`src/hdl/lfxa_ram.sv`:
```
module lfxa_ram #(
	parameter int WIDTH = 32,
	parameter int DEPTH = 64
) (
	input  logic                                     clk,
	input  logic                                     we,
	input  logic [((DEPTH > 1) ? $clog2(DEPTH) : 1)-1:0] waddr,
	input  logic [WIDTH-1:0]                         wdata,
	input  logic [((DEPTH > 1) ? $clog2(DEPTH) : 1)-1:0] raddr,
	output logic [WIDTH-1:0]                         rdata
);

	logic [WIDTH-1:0] mem [DEPTH];

	always_ff @(posedge clk) begin
		if (we) begin
			mem[waddr] <= wdata;
		end
		rdata <= mem[raddr];
	end

endmodule
```
`config.mk`:
```
export PLATFORM = sky130hd
export DESIGN_NAME = lfxa_ram
export DESIGN_NICKNAME = d
export VERILOG_FILES = /design/src/hdl/lfxa_ram.sv
export SDC_FILE = /design/constraint.sdc
export NUM_CORES = 2
export LEC_CHECK = 0
export ABC_CLOCK_PERIOD_IN_PS = 6600
export BUFFER_PORTS_ARGS = -buffer_cell sky130_fd_sc_hd__buf_4
export CELL_PAD_IN_SITES_DETAIL_PLACEMENT = 1
export CELL_PAD_IN_SITES_GLOBAL_PLACEMENT = 1
export CORE_MARGIN = 10
export CORE_UTILIZATION = 61
export DETAILED_ROUTE_END_ITERATION = 10
export HOLD_SLACK_MARGIN = 0.1
export PLACE_DENSITY_LB_ADDON = 0.1
export SKIP_LAST_GASP = 1
export SYNTH_ARGS = -nofsm -noshare
export SYNTH_HDL_FRONTEND = slang
export SYNTH_SLANG_ARGS = --single-unit
```
`constraint.sdc`:
```
create_clock -name clk -period 6.6 [get_ports clk]
set_clock_uncertainty 0.2 [all_clocks]
set_input_delay 0.66 -clock clk [delete_from_list [all_inputs] [get_ports clk]]
set_output_delay 0.66 -clock clk [all_outputs]
set_load 0.02 [all_outputs]
```
==> reports/results.tsv <==
metric	value	unit
final hold viol count	0	
cell area after synthesis	78500	µm²
Final Cycle Share	57.3	%
gr usage total	30.8	%
row count	131	
crit path launch	raddr[0]	
clk_lat worst skew	850	ps
adder-cell share of the synthesized area	0	%
critical path arrival	4250	ps
# Post-CTS Setup Buffers	0	
gpl congestion	0.796	
port buffer count	77	
WL per Instance	40.5	µm
post-cts resize count	0	
hold_buf cts	0	
DR vias	38300	
global-route wire length before repair	307000	µm
slew margin rel.	8.88	%
clk buf depth	3	
die area	143000	µm²
initial antenna violation count	15	
area grow syn2layout	12.0	%
Num CTS Buffers	199	
Starting DRT DRC Count	5425	
initial core utilization	61.5	%
Root Driver	clkbuf_16	
WHS	191	ps
fin. max-slew vios	0	
status	finished clean	
dpl hpwl	120000	µm
largest family of logic cells by synthesized area	multiplexers	
CTS tree	yes	
post-synthesis xor/xnor area fraction	0	%
Post-synth top flop	edfxtp_1	
critical path endpoint category	flop	
clock sinks	2080	
IO Pins	78	
final WL	217000	µm
synth unique cells	34	
Crit Path Class	primary input to flop	
CP max FO	58	
core area	128000	µm²
leakage power	27.4	nW
yosys warns	0	
largest net degree at the start of global routing	119	
RSZ-0062 raised after global routing	false	
fin crit period	3780	ps
pwr/cell area	309	nW/µm²
Worst IR Drop VDD	0.000302	V
register area share after synthesis	79.1	%
Setup TNS	0	ps
Setup crit end	rdata[13]	
Syn Nets	3370	
worst r2r dst	rdata[13]	
DR vias/cell	7.15	
die width	379	µm
first-pass iteration count of the detailed router	6	
layout cells sized above 1	29.0	%
r2r setup slk	3720	ps
async set or reset register ratio after synthesis	0	%
Post-Syn Area per Cell	23.6	µm²
Worst R2R Start	mem[18][13]	
final layout net count	3566	
fillers	9504	
die height	379	µm
final setup fails	0	
Max-Cap Viols	0	
worst-margin pin slew	1370	ps
Post-Synth Simple-Gate Area	1.27	%
Fmax	265	MHz
mux share of post-synthesis cell area	16.8	%
EDFF count, synth	2048	
DRC	0	
critical path required time	7070	ps
Worst Reg-to-Reg Cells	4	
total global routing overflow	0	
Post-Syn Instances	3324	
Yosys reg bits	2080	
number of global-route vias before repair	40100	
clk slew on worst S/H paths	60	ps
CP Launch Type	primary input	
Compound-Gate Fraction of Synth Area	1.67	%
DRT antenna net count	0	
H-tree levels	4	
Hold Crit Class	primary input to flop	
[how the worst min path moves through the flow]
stage | cells past startpoint | slack [ps] | to | from
floorplan | 4 | 460 | rdata[17] | mem[12][17]
global placement | 4 | 670 | rdata[20] | mem[28][20]
detailed placement | 5 | 660 | rdata[5] | mem[28][5]
CTS | 1 | 170 | mem[27][25] | wdata[25]
global route | 1 | 210 | mem[47][10] | wdata[10]
finish | 1 | 190 | mem[22][22] | wdata[22]
[through the flow]
stage	instances	setup slack, ps	area, µm²	total power [mW]	utilization, %
global route	5349	2600	88000	27.9	68.9
finish	5351	2820	88000	27.2	68.9
CTS	5349	2990	88000	27.3	68.9
detailed placement	4981	2100	81700	16.4	64.0
global placement	4981	2150	81700	16.3	64.0
floorplan	3324	2580	78500	15.7	-
[metal layers]
metal / GRT usage [%] / part of all wire, % / up-vias
met3: 6.98 / 12 / 456
met2: 47.9 / 48 / 2619
li1: - / - / 14700
met1: 43.1 / 36 / 20500
met4: 12.2 / 4.2 / 16
met5: 0 / 0.050 / -
[layout make-up]
type	instances	area, µm²	share of cell area [%]
Multi-Input combinational cell	1062	16000	18.2
Antenna cell	2	5.00	0.00569
Sequential cell	2080	62100	70.6
Clock buffer	268	5360	6.09
Tap cell	1662	2080	2.36
Clock inverter	100	935	1.06
Timing Repair Buffer	177	1460	1.66
[critical path: stages]
cell and delay [ps]:
buf_8 610, buf_4 650, mux4_2 630, mux4_2 480
o22ai_1 1020, nor2_1 100
[flip-flops by register name, summed over array words and instances (netlist names)]
name	count
mem	2048
rdata	32
[placed cells by master (no fill, tap or decap), types with 13 or more instances in the layout]
master and count:
edfxtp_1 2048, mux4_2 544, clkbuf_16 199, buf_4 165, mux2i_1 93, o22ai_1 84, nor2_1 75, nor2_4 62
a21oi_1 61, clkbuf_1 57, clkinv_2 36, clkinv_1 33, dfxtp_1 32, o221ai_1 27, nand2_1 25, nor2b_1 15
bufinv_16 13
[where the power goes]
group | total [mW] | internal [mW] | leakage [nW] | switching, mW
sequential | 14.7 | 14.6 | 18.7 | 0.0760
clock | 11.1 | 6.21 | 3.08 | 4.87
combinational | 1.44 | 0.497 | 5.61 | 0.942
total | 27.2 | 21.3 | 27.4 | 5.89
[Yosys cell counts (all sizes together) (3+ instances only)]
cell type,number,area (µm²)
nor2,137,514
o221ai,27,236
mux2i,93,931
or3b,5,43.8
o22ai,84,526
or3,3,18.8
dfxtp,32,641
or2,3,18.8
a41o,4,40.0
o32ai,4,35.0
nand3b,5,37.5
nor2b,15,93.8
a22oi,12,90.1
mux4,544,12300
and3,4,25.0
buf,108,608
nand3,5,25.0
clkbuf,74,278
nand2b,8,50.1
a21oi,62,310
nand2,26,97.6
edfxtp,2048,61500
a311oi,8,70.1
nor3,7,35.0
[cell families after synthesis]
kind of cell,after synthesis
DFF,2080
muxes,637
and+or+nand+nor,223
AOI/OAI and AO/OA,202
buffers and inverters,182
(Power assumes the default switching activity.)
